## src/hdl/asmsu_pkg.sv

```systemverilog
// Shared constants, types and command/status structs of the sort/statistics unit.
// No dependencies.
`default_nettype none

package asmsu_pkg;

  localparam int MaxCount = 64;
  localparam int CntW     = $clog2(MaxCount + 1);
  localparam int IdxW     = $clog2(MaxCount);
  localparam int ValW     = 8;
  localparam int PosW     = 6;
  localparam int SumW     = 14;
  localparam int DivCntW  = $clog2(SumW);
  localparam int OutDataW = 48;

  typedef enum logic [4:0] {
    StLoad = 5'b00001,
    StSort = 5'b00010,
    StScan = 5'b00100,
    StWait = 5'b01000,
    StEmit = 5'b10000
  } state_e;

  typedef struct packed {
    logic            load;
    logic            clear;
    logic            sort_en;
    logic            rotate;
    logic            scan_en;
    logic            div_start;
    logic [IdxW-1:0] step;
  } cmd_t;

  typedef struct packed {
    logic [CntW-1:0] count;
    logic            div_busy;
  } status_t;

endpackage

`default_nettype wire

```

## src/hdl/asmsu_ctrl.sv

```systemverilog
// Controller FSM: load, sort passes, median scan, divider wait, emit.
// Depends on asmsu_pkg.
`default_nettype none

module asmsu_ctrl (
  input  wire logic              clk_i,
  input  wire logic              rst_ni,
  input  wire logic              s_valid_i,
  input  wire logic              s_last_i,
  output logic                   s_ready_o,
  output logic                   m_valid_o,
  input  wire logic              m_ready_i,
  input  wire asmsu_pkg::status_t status_i,
  output asmsu_pkg::cmd_t        cmd_o
);
  import asmsu_pkg::*;

  state_e          state_q, state_d;
  logic [IdxW-1:0] step_q, step_d;
  logic            last;

  assign last = (CntW'(step_q) == status_i.count - CntW'(1));

  always_comb begin
    state_d       = state_q;
    step_d        = step_q;
    cmd_o         = '0;
    cmd_o.step    = step_q;
    unique case (state_q)
      StLoad: begin
        if (s_valid_i) begin
          cmd_o.load = 1'b1;
          step_d     = '0;
          if (s_last_i) state_d = StSort;
        end
      end
      StSort: begin
        cmd_o.sort_en   = 1'b1;
        cmd_o.div_start = (step_q == '0);
        if (last) begin
          step_d  = '0;
          state_d = StScan;
        end else begin
          step_d = step_q + IdxW'(1);
        end
      end
      StScan: begin
        cmd_o.rotate  = 1'b1;
        cmd_o.scan_en = 1'b1;
        if (last) begin
          step_d  = '0;
          state_d = StWait;
        end else begin
          step_d = step_q + IdxW'(1);
        end
      end
      StWait: begin
        if (!status_i.div_busy) state_d = StEmit;
      end
      StEmit: begin
        if (m_ready_i) begin
          cmd_o.rotate = 1'b1;
          if (last) begin
            cmd_o.clear = 1'b1;
            step_d      = '0;
            state_d     = StLoad;
          end else begin
            step_d = step_q + IdxW'(1);
          end
        end
      end
      default: begin
        state_d = StLoad;
        step_d  = '0;
      end
    endcase
  end

  always_ff @(posedge clk_i or negedge rst_ni) begin
    if (!rst_ni) begin
      state_q <= StLoad;
      step_q  <= '0;
    end else begin
      state_q <= state_d;
      step_q  <= step_d;
    end
  end

  assign s_ready_o = (state_q == StLoad);
  assign m_valid_o = (state_q == StEmit);

endmodule

`default_nettype wire

```

## src/hdl/asmsu_div.sv

```systemverilog
// Restoring divider, one quotient bit per cycle: running sum / element count.
// Depends on asmsu_pkg.
`default_nettype none

module asmsu_div (
  input  wire logic                       clk_i,
  input  wire logic                       rst_ni,
  input  wire logic                       start_i,
  input  wire logic [asmsu_pkg::SumW-1:0] dividend_i,
  input  wire logic [asmsu_pkg::CntW-1:0] divisor_i,
  output logic                            busy_o,
  output logic [asmsu_pkg::ValW-1:0]      quotient_o
);
  import asmsu_pkg::*;

  logic               busy_q;
  logic [DivCntW-1:0] cnt_q;
  logic [SumW-1:0]    quo_q;
  logic [CntW-1:0]    rem_q;
  logic [CntW-1:0]    div_q;
  logic [CntW:0]      trial;
  logic               fits;

  assign trial = {rem_q, quo_q[SumW-1]};
  assign fits  = (trial >= {1'b0, div_q});

  always_ff @(posedge clk_i or negedge rst_ni) begin
    if (!rst_ni) begin
      busy_q <= 1'b0;
      cnt_q  <= '0;
    end else if (start_i) begin
      busy_q <= 1'b1;
      cnt_q  <= DivCntW'(SumW - 1);
    end else if (busy_q) begin
      if (cnt_q == '0) busy_q <= 1'b0;
      else cnt_q <= cnt_q - DivCntW'(1);
    end
  end

  always_ff @(posedge clk_i) begin
    if (start_i) begin
      quo_q <= dividend_i;
      rem_q <= '0;
      div_q <= divisor_i;
    end else if (busy_q) begin
      quo_q <= {quo_q[SumW-2:0], fits};
      rem_q <= fits ? CntW'(trial - {1'b0, div_q}) : CntW'(trial);
    end
  end

  assign busy_o     = busy_q;
  assign quotient_o = quo_q[ValW-1:0];

endmodule

`default_nettype wire

```

## src/hdl/asmsu_datapath.sv

```systemverilog
// Datapath: shift-in cell row with odd-even transposition sort, rotation ring,
// count/sum/min/max/median registers. Depends on asmsu_pkg.
`default_nettype none

module asmsu_datapath (
  input  wire logic                       clk_i,
  input  wire logic                       rst_ni,
  input  wire asmsu_pkg::cmd_t            cmd_i,
  input  wire logic [asmsu_pkg::ValW-1:0] sample_i,
  output logic [asmsu_pkg::CntW-1:0]      count_o,
  output logic [asmsu_pkg::SumW-1:0]      sum_o,
  output logic [asmsu_pkg::ValW-1:0]      head_o,
  output logic [asmsu_pkg::ValW-1:0]      median_o,
  output logic [asmsu_pkg::ValW-1:0]      maximum_o,
  output logic [asmsu_pkg::ValW-1:0]      minimum_o,
  output logic                            dropped_o
);
  import asmsu_pkg::*;

  logic [ValW-1:0]     cell_q [MaxCount];
  logic [ValW-1:0]     cell_d [MaxCount];
  logic [MaxCount-1:0] vld_q, vld_d;
  logic [MaxCount-2:0] swap;

  logic [CntW-1:0] count_q;
  logic [SumW-1:0] sum_q;
  logic            ovf_q;
  logic [ValW-1:0] max_q, min_q, med_a_q, median_q;
  logic            room, load_en;
  logic            lo_hit, hi_hit;
  logic [ValW:0]   med_sum;

  assign room    = (count_q < CntW'(MaxCount));
  assign load_en = cmd_i.load && room;

  // compare-exchange between cell j and j+1, descending, empty cells lowest
  for (genvar j = 0; j < MaxCount - 1; j++) begin : g_swap
    assign swap[j] = cmd_i.sort_en && (1'(j) == cmd_i.step[0]) &&
                     ({vld_q[j], cell_q[j]} < {vld_q[j+1], cell_q[j+1]});
  end

  for (genvar i = 0; i < MaxCount; i++) begin : g_cell
    logic [ValW-1:0] lo_v, hi_v;
    logic            lo_b, hi_b, sw_up, sw_dn, wrap;

    if (i == 0) begin : g_first
      assign lo_v  = sample_i;
      assign lo_b  = 1'b1;
      assign sw_dn = 1'b0;
    end else begin : g_inner_lo
      assign lo_v  = cell_q[i-1];
      assign lo_b  = vld_q[i-1];
      assign sw_dn = swap[i-1];
    end

    if (i == MaxCount - 1) begin : g_last
      assign hi_v  = cell_q[i];
      assign hi_b  = vld_q[i];
      assign sw_up = 1'b0;
    end else begin : g_inner_hi
      assign hi_v  = cell_q[i+1];
      assign hi_b  = vld_q[i+1];
      assign sw_up = swap[i];
    end

    assign wrap = (CntW'(i) == count_q - CntW'(1));

    always_comb begin
      cell_d[i] = cell_q[i];
      vld_d[i]  = vld_q[i];
      priority if (load_en) begin
        cell_d[i] = lo_v;
        vld_d[i]  = lo_b;
      end else if (cmd_i.clear) begin
        vld_d[i] = 1'b0;
      end else if (sw_up) begin
        cell_d[i] = hi_v;
        vld_d[i]  = hi_b;
      end else if (sw_dn) begin
        cell_d[i] = lo_v;
        vld_d[i]  = lo_b;
      end else if (cmd_i.rotate) begin
        cell_d[i] = wrap ? cell_q[0] : hi_v;
      end else begin
        cell_d[i] = cell_q[i];
        vld_d[i]  = vld_q[i];
      end
    end
  end

  always_ff @(posedge clk_i) begin
    cell_q <= cell_d;
  end

  always_ff @(posedge clk_i or negedge rst_ni) begin
    if (!rst_ni) vld_q <= '0;
    else         vld_q <= vld_d;
  end

  always_ff @(posedge clk_i or negedge rst_ni) begin
    if (!rst_ni) begin
      count_q <= '0;
      sum_q   <= '0;
      ovf_q   <= 1'b0;
    end else if (cmd_i.clear) begin
      count_q <= '0;
      sum_q   <= '0;
      ovf_q   <= 1'b0;
    end else if (cmd_i.load) begin
      if (room) begin
        count_q <= count_q + CntW'(1);
        sum_q   <= sum_q + SumW'(sample_i);
      end else begin
        ovf_q <= 1'b1;
      end
    end
  end

  always_ff @(posedge clk_i) begin
    if (load_en) begin
      if (count_q == '0 || sample_i > max_q) max_q <= sample_i;
      if (count_q == '0 || sample_i < min_q) min_q <= sample_i;
    end
  end

  // median: catch the middle element(s) as the ring passes cell 0
  assign lo_hit  = (CntW'(cmd_i.step) == ((count_q - CntW'(1)) >> 1));
  assign hi_hit  = (CntW'(cmd_i.step) == (count_q >> 1));
  assign med_sum = {1'b0, lo_hit ? cell_q[0] : med_a_q} + {1'b0, cell_q[0]};

  always_ff @(posedge clk_i) begin
    if (cmd_i.scan_en) begin
      if (lo_hit) med_a_q  <= cell_q[0];
      if (hi_hit) median_q <= med_sum[ValW:1];
    end
  end

  assign count_o   = count_q;
  assign sum_o     = sum_q;
  assign head_o    = cell_q[0];
  assign median_o  = median_q;
  assign maximum_o = max_q;
  assign minimum_o = min_q;
  assign dropped_o = ovf_q;

endmodule

`default_nettype wire

```

## src/hdl/array_sort_median_statistics_unit.sv

```systemverilog
// Top level of the descending sort unit with median, mean, max and min.
// Instantiates asmsu_ctrl, asmsu_datapath, asmsu_div; depends on asmsu_pkg.
//
// channel  dir  handshake          payload
// s_axis   in   tvalid / tready    tdata = sample, tlast = final_req
// m_axis   out  tvalid / tready    tdata = sorted_value..minimum, tlast = run_end,
//                                  tuser = dropped
//
// Loading takes one request per cycle. After the closing request the set of n
// elements passes through the transposition sort and then the median scan of
// the cell ring; the first result also waits for the serial divider (mean).
// Results then leave one per cycle while m_axis_tready is high; input is held
// off until the last result is taken.
// Reset (async, active low) clears count, sum, flags and cell valid bits.
`default_nettype none

module array_sort_median_statistics_unit (
  input  wire logic                           clk_i,
  input  wire logic                           rst_ni,
  input  wire logic                           s_axis_tvalid_i,
  output logic                                s_axis_tready_o,
  input  wire logic [7:0]                     s_axis_tdata_i,  // [7:0] sample
  input  wire logic                           s_axis_tlast_i,  // final_req
  output logic                                m_axis_tvalid_o,
  input  wire logic                           m_axis_tready_i,
  // [7:0] sorted_value, [13:8] position, [21:14] median, [29:22] mean,
  // [37:30] maximum, [45:38] minimum, [47:46] zero
  output logic [asmsu_pkg::OutDataW-1:0]      m_axis_tdata_o,
  output logic                                m_axis_tlast_o,  // run_end
  output logic                                m_axis_tuser_o   // dropped
);
  import asmsu_pkg::*;

  cmd_t            cmd;
  status_t         status;
  logic [CntW-1:0] count;
  logic [SumW-1:0] sum;
  logic [ValW-1:0] head, median, mean, maximum, minimum;
  logic            dropped, div_busy;

  assign status.count    = count;
  assign status.div_busy = div_busy;

  asmsu_ctrl u_ctrl (
    .clk_i     (clk_i),
    .rst_ni    (rst_ni),
    .s_valid_i (s_axis_tvalid_i),
    .s_last_i  (s_axis_tlast_i),
    .s_ready_o (s_axis_tready_o),
    .m_valid_o (m_axis_tvalid_o),
    .m_ready_i (m_axis_tready_i),
    .status_i  (status),
    .cmd_o     (cmd)
  );

  asmsu_datapath u_datapath (
    .clk_i     (clk_i),
    .rst_ni    (rst_ni),
    .cmd_i     (cmd),
    .sample_i  (s_axis_tdata_i),
    .count_o   (count),
    .sum_o     (sum),
    .head_o    (head),
    .median_o  (median),
    .maximum_o (maximum),
    .minimum_o (minimum),
    .dropped_o (dropped)
  );

  asmsu_div u_div (
    .clk_i      (clk_i),
    .rst_ni     (rst_ni),
    .start_i    (cmd.div_start),
    .dividend_i (sum),
    .divisor_i  (count),
    .busy_o     (div_busy),
    .quotient_o (mean)
  );

  assign m_axis_tdata_o = {2'b00, minimum, maximum, mean, median, PosW'(cmd.step), head};
  assign m_axis_tlast_o = (CntW'(cmd.step) == count - CntW'(1));
  assign m_axis_tuser_o = dropped;

endmodule

`default_nettype wire

```

## config.mk

```make
export PLATFORM = sky130hd
export DESIGN_NAME = array_sort_median_statistics_unit
export DESIGN_NICKNAME = d
export VERILOG_FILES = /design/src/hdl/asmsu_pkg.sv /design/src/hdl/asmsu_ctrl.sv /design/src/hdl/asmsu_div.sv /design/src/hdl/asmsu_datapath.sv /design/src/hdl/array_sort_median_statistics_unit.sv
export SDC_FILE = /design/constraint.sdc
export NUM_CORES = 2
export LEC_CHECK = 0
export ABC_AREA = 1
export ABC_CLOCK_PERIOD_IN_PS = 5800
export BUFFER_PORTS_ARGS = -buffer_cell sky130_fd_sc_hd__buf_2
export CORE_MARGIN = 8
export CORE_UTILIZATION = 33
export DETAILED_ROUTE_END_ITERATION = 16
export GPL_TIMING_DRIVEN = 0
export HOLD_SLACK_MARGIN = 0.03
export PLACE_DENSITY_LB_ADDON = 0.15
export SLEW_MARGIN = 40
export SYNTH_ARGS = -nofsm -noshare
export SYNTH_HDL_FRONTEND = slang
export SYNTH_SLANG_ARGS = --single-unit
```

## constraint.sdc

```tcl
create_clock -name clk_i -period 5.8 [get_ports clk_i]
set_input_delay 0 -clock clk_i [delete_from_list [all_inputs] [get_ports clk_i]]
set_output_delay 0 -clock clk_i [all_outputs]
set_load 0.01 [all_outputs]
```

# [Word-level counts from Yosys, hierarchy flattened]
# Index checks and enable logic that the tools add are counted.
# W data, S select, Z words.
[totals] regBits=674 in_bits=13 output_inout_bits=52 word_cells=1254
[classes] n_addsub=7 order_cmp=67 n_eq_ne=82 muxes=677 bitwise_logic=2 n_reduce_logical=277
[ops] cell="$mux W8" n=383
[ops] cell="$lt A9 B9 Y1" n=63
[ops] cell="$reduce_bool A4 Y1" n=124
[ops] cell="$mux W1" n=269
[ops] cell="$eq A6 B7 Y1 const A" n=32
[ops] cell="$reduce_and A2 Y1" n=68
[ops] cell="$eq A5 B7 Y1 const A" n=16
[ops] cell="$mux W14" n=5
[ops] cell="$logic_and A1 B1 Y1" n=66
[ops] cell="$eq A4 B7 Y1 const A" n=8
[ops] cell="$mux W5" n=7
[ops] cell="$eq A3 B7 Y1 const A" n=4
[ops] cell="$mux W7" n=4
[ops] cell="$pmux W5 S5" n=1
[ops] cell="$pmux W6 S4" n=1
[ops] cell="$mux W6" n=3
[ops] cell="$reduce_bool A3 Y1" n=5
[ops] cell="$add A14 B8 Y14" n=1
[ops] cell="$eq A2 B7 Y1 const A" n=2
[ops] cell="$logic_not A7 Y1" n=2
[ops] cell="$eq A6 B6 Y1" n=2
[ops] cell="$mux W4" n=3
[ops] cell="$ne A2 B1 Y1 const B" n=5
[ops] cell="$ne A2 B2 Y1 const B" n=5
[ops] cell="27 further kinds" n=33

# [Logic depth before layout (Yosys ltp)]
[depth] word_depth=8 ltp_mapped=22 mapped_depth_nobuf=20

# [By module]
# A second synthesis with hierarchy kept.
[unflattened] hier_cells=8371 area_unflattened_um2=57761.6
[by_module_without_submodules] module="asmsu_datapath" n_inst=1 cells_per_inst=7937 area_per_inst_um2=54648.7 seq_area_each_um2=18487.7
[by_module_without_submodules] module="asmsu_div" n_inst=1 cells_per_inst=217 area_per_inst_um2=1858.0 seq_area_each_um2=895.9
[by_module_without_submodules] module="asmsu_ctrl" n_inst=1 cells_per_inst=165 area_per_inst_um2=1006.0 seq_area_each_um2=276.5
[by_module_without_submodules] module="array_sort_median_statistics_unit" n_inst=1 cells_per_inst=52 area_per_inst_um2=249.0 seq_area_each_um2=0.0

# [Least setup slack after synthesis]
# No wires, ideal clock.
[synth_path] path_type="reg2reg" from="register u_datapath.count_q[0], in the netlist u_datapath.count_o[0]" to="register u_datapath.median_q[5], in the netlist u_datapath.median_o[5], data pin" setup_ns=0.255 arrival_time_ns=2.942 required_time_ns=5.545 path_slack_ns=2.603 path_stages_with_launch=21 path_buffers=2 period_less_slack_ns=3.197 path_cell_list="dfrtp_1 > inv_2 > ha_1 > clkbuf_1 > inv_1 > nand2_1 > nand2_1 > nand2_1 > nand3_1 > nor2_1 > nand2_1 > clkbuf_1 > o21ai_0 > fa_1 > nand3_1 > nand2_1 > a21oi_1 > o21ai_0 > inv_1 > nor2_1 > nor2_1"
[synth_via] elab_chain_len=4
[synth_rtl] element="start, declared" line="asmsu_datapath.sv:25" source="logic [CntW-1:0] count_q;"
[synth_rtl] element="start signal, assigned" line="asmsu_datapath.sv:111" source="count_q <= count_q + CntW'(1);"
[synth_rtl] element="$sub A7 B1 Y7" line="asmsu_datapath.sv:127" source="assign lo_hit = (CntW'(cmd_i.step) == ((count_q - CntW'(1)) >> 1));"
[synth_rtl] element="$eq A6 B6 Y1" line="asmsu_datapath.sv:127"
[synth_rtl] element="$mux W8" line="asmsu_datapath.sv:129" source="assign med_sum = {1'b0, lo_hit ? cell_q[0] : med_a_q} + {1'b0, cell_q[0]};"
[synth_rtl] element="$add A8 B8 Y9" line="asmsu_datapath.sv:129"
[synth_rtl] element="named net u_datapath.med_sum[6]" line="asmsu_datapath.sv:31" source="logic [ValW:0] med_sum;"
[synth_rtl] element="end signal, assigned" line="asmsu_datapath.sv:134" source="if (hi_hit) median_q <= med_sum[ValW:1];"
[synth_rtl] element="end, declared" line="asmsu_datapath.sv:28" source="logic [ValW-1:0] max_q, min_q, med_a_q, median_q;"
# The timed path passes the listed nets, and every way through them passes these cells.
# A chain may end at the register's enable or synchronous reset.

# [Worst setup path after layout]
[layout_path] from="register u_datapath.count_q[1], in the netlist u_datapath.count_o[1]" to="register u_datapath.cell_q (netlist bit u_datapath.g_cell[46].hi_v[2]) (enable)"
[layout_via] elab_chain_len=7 word_cells_on_any_way=10 cone_classes="add/sub: 1; order compare: 1; eq/ne: 2; mux: 3; reduce/logical: 3"
[layout_rtl] element="$sub A7 B1 Y7" line="asmsu_ctrl.sv:22" source="assign last = (CntW'(step_q) == status_i.count - CntW'(1));"
[layout_rtl] element="$eq A6 B7 Y1" line="asmsu_ctrl.sv:22"
[layout_rtl] element="$mux W1" line="asmsu_ctrl.sv:63" source="if (last) begin"
[layout_rtl] element="$mux W1" line="asmsu_ctrl.sv:61" source="if (m_ready_i) begin"
[layout_rtl] element="$mux W1" line="asmsu_ctrl.sv:29" source="unique case (state_q)"
[layout_rtl] element="$ne A2 B1 Y1 (no source line)"
[layout_rtl] element="$reduce_and A2 Y1 (no source line) *"
[layout_rtl] element="end signal, assigned" line="asmsu_datapath.sv:92" source="cell_q <= cell_d;"
[layout_rtl] element="end, declared" line="asmsu_datapath.sv:20" source="logic [ValW-1:0] cell_q [MaxCount];"
# Every way passes the cells marked *; elsewhere a longest branch is shown, timed or not.

==> flow_summary.json <==
{
  "outcome": "finished clean",
  "layout_min_cycle_time_ns": 4.929,
  "ys.warnings.count": 0,
  "fin_crit_sh": 0.8499,
  "htreeDepth": 3,
  "final_area_sq_um": 68760,
  "critPathLaunchType": "flip-flop",
  "syn_to_final_growth_pct": 14.48,
  "remaining_drc_errors": 0,
  "die_y_microns": 442.6,
  "gr-total-overflow": 0,
  "drt-wirelength-per-cell_microns": 26.85,
  "place_inst": 11410,
  "whs_ns": 0.07750,
  "slew_violations": 0,
  "tightest_slew_ns": 0.9745,
  "power_density_nw_per_um2": 511.8,
  "ys_seq_elements": 674,
  "worst_slew_margin_rel": 0.3496,
  "crit_path_max_fanout": 10,
  "ys_types": 49,
  "fin_ws_ns": 0.8708,
  "grt_pass1_wl_microns": 438500,
  "hold_viol_final": 0,
  "start_util": 0.3323,
  "pin_count": 65,
  "vias": 65920,
  "synth_area_leader_cell": "edfxtp_1",
  "numCtsBuffers": 92,
  "cts.sinks": 674,
  "antenna_left": 0,
  "dpl.hpwl_microns": 237400,
  "end_kind": "flip-flop",
  "worstSetupPathType": "flip-flop to flip-flop",
  "pwr-share-seq": 0.311,
  "max_freq_mhz": 202.9,
  "drive_gt1_frac": 0.06929,
  "drv_cap": 0,
  "power.internal_mw": 17.76,
  "p_sw_mw": 17.43,
  "die_w_microns": 442.6,
  "antenna_found_initial": 32,
  "post_cts_buffers": 0,
  "gp_congestion": 0.9911,
  "worstPathRequired_ns": 6.17,
  "wirelength_microns": 312100,
  "rsz0062_at_grt": "false",
  "ir_drop_mv": 0.2801,
  "synth-seq-area-share": 0.3273,
  "clock_tree.buffer_depth": 3,
  "clk_latency_ns": 0.76,
  "clk_pin_slew_worst_paths_ns": 0.06,
  "sw_frac_of_total": 0.4953,
  "leakage_nw": 33.43,
  "design.die.area_sq_um": 195900,
  "synth_top_area_share": 0.2825,
  "stdcell_count": 11620,
  "synth_edf_count": 565,
  "clock-root-buffer": "clkbuf_16",
  "fin_nets": 9712,
  "grt_usage": 0.3023,
  "rows": 156,
  "finClkSkew_ns": 0.04208,
  "portBuffers": 62,
  "dp_slack_ns": 1.072,
  "synthFlopType": "edfxtp_1",
  "synth_area_per_cell_sq_um": 6.734,
  "cp.arrival_ns": 5.30,
  "hold_path_class": "input port to flip-flop",
  "grt_pass1_vias": 61020,
  "grt_max_degree": 55,
  "core_sq_um": 180700,
  "clock_power_share": 0.178,
  "final_common_cell": "nand2_1",
  "drt-pass1-iter-count": 6,
  "detail_route.vias_per_cell": 5.671,
  "drt-initial-drc-count": 8318,
  "cts_tree": "yes",
  "netlist_area_sq_um": 60060,
  "syn_inst": 8919,
  "setup_viol": 0,
  "synthArstFlopShare": 0.1513,
  "ys_top_cells_by_area": "edfxtp_1 (28%), nand2_1 (21%), ha_1 (11%)",
  "power_frac_comb": 0.512,
  "mostFrequentLayoutCells": "nand2_1 (3402), o21ai_0 (951), nand3_1 (844)",
  "post_dp_cell_area_sq_um": 65340
}
## cells by family after synthesis
| family | Yosys count | share of synthesized area |
|---|---|---|
| AO/OA/AOI/OAI | 1716 | 0.1532 |
| XOR/XNOR | 16 | 0.002458 |
| adder cells (fa/ha/maj) | 553 | 0.1156 |
| buffers and inverters | 1280 | 0.08377 |
| flip-flops | 674 | 0.3273 |
| other | 1 | 0.00006244 |
| AND/OR/NAND/NOR | 4679 | 0.3175 |
## power by group through the flow
stage                     Combinational (mW)  Sequential (mW)  Clock (mW)
after global placement                  16.5             10.9           0
after global routing                    20.1             11.1        6.44
after floorplan                         11.5             9.51           0
final                                   18.0             10.9        6.25
after detailed placement                17.5             10.9           0
after CTS                               17.6             10.8        6.29
## per-layer routing
layer	vias to the layer above	routed length, microns	global-route usage
li1	30360	-	-
met1	31280	127200	0.3925
met2	3525	132500	0.4594
met3	742	31390	0.06497
met4	4	21010	0.1835
met5	-	27	0
## metrics by stage
stage,power [mW],TNS (ns),utilization
after floorplan,21.03,0,-
after global placement,27.38,-9.229,0.3504
after detailed placement,28.37,0,0.3615
after CTS,34.71,0,0.3799
after global routing,37.63,0,0.3801
final,35.19,0,0.3804
## cell usage after synthesis, types with 82 or more instances
library cell,count
a21oi_1,462
ha_1,550
buf_2,94
dfrtp_1,101
nand2_1,3404
inv_1,809
clkbuf_1,297
edfxtp_1,565
nor2_1,266
o211ai_1,123
nand3_1,844
o21ai_0,951
nand4_1,82
## critical path, stage by stage, from the launching register on
cell,delay (ns)
dfrtp_1,0.51
inv_1,0.23
ha_1,0.18
clkbuf_1,0.33
inv_1,0.11
nand2_1,0.07
nand2_1,0.13
nand2_1,0.10
nand2_1,0.05
nor2_1,0.11
nand3_1,0.09
nor2_1,0.17
nand3_1,0.62
inv_2,0.33
buf_2,0.58
buf_2,0.60
a31oi_2,0.28
## what timing repair did
item,in CTS,in global routing
hold endpoints to repair,148,0
hold buffers,16,0
endpoints found under the setup margin,0,0
resized for setup,0,0
## worst paths after layout
| check | start | endpoint | slack (ns) | cells after the start |
|---|---|---|---|---|
| max in group asynchronous | rst_ni | u_datapath.vld_q[15]$_DFFE_PN0P_ | 5.03 | 4 |
| min reg2reg | u_datapath.count_o[3]$_DFFE_PN0P_ | u_div.div_q[3]$_DFFE_PP_ | 0.45 | 0 |
| min | s_axis_tdata_i[1] | u_datapath.maximum_o[1]$_DFFE_PP_ | 0.08 | 2 |
| max | u_datapath.count_o[1]$_DFFE_PN0P_ | u_datapath.g_cell[46].hi_v[2]$_DFFE_PP_ | 0.87 | 16 |
| max reg2reg | u_datapath.count_o[1]$_DFFE_PN0P_ | u_datapath.g_cell[46].hi_v[2]$_DFFE_PP_ | 0.87 | 16 |
| min in group asynchronous | rst_ni | u_ctrl.state_q[0]$_DFFE_PN1P_ | 0.36 | 3 |
## cell type report
class | instances | area (sq um)
Timing Repair Buffer | 132 | 1827
Multi-Input combinational cell | 6966 | 35850
Clock buffer | 120 | 2560
Fill cell | 19290 | 112000
Clock inverter | 50 | 583.1
Antenna cell | 32 | 80.08
Buffer | 446 | 2100
Inverter | 834 | 3133
Tap cell | 2370 | 2965
Sequential cell | 674 | 19660
## registers in the layout, summed over array words and instances, names as in the netlist
signal and count:
u_datapath.maximum_o 8, u_datapath.sum_o 14, u_datapath.dropped_o 1, u_ctrl.state_q 5
u_datapath.head_o 8, u_datapath.g_cell.hi_v 488, u_datapath.med_a_q 8, u_datapath.minimum_o 8
u_div.rem_q 7, u_datapath.count_o 7, u_div.busy_o 1, u_div.quo_q 14
u_datapath.vld_q 64, u_div.cnt_q 4, u_ctrl.step_q 6, u_datapath.median_o 8
u_datapath.g_cell.lo_v 16, u_div.div_q 7
No activity file was read; power rests on OpenSTA's default activity.
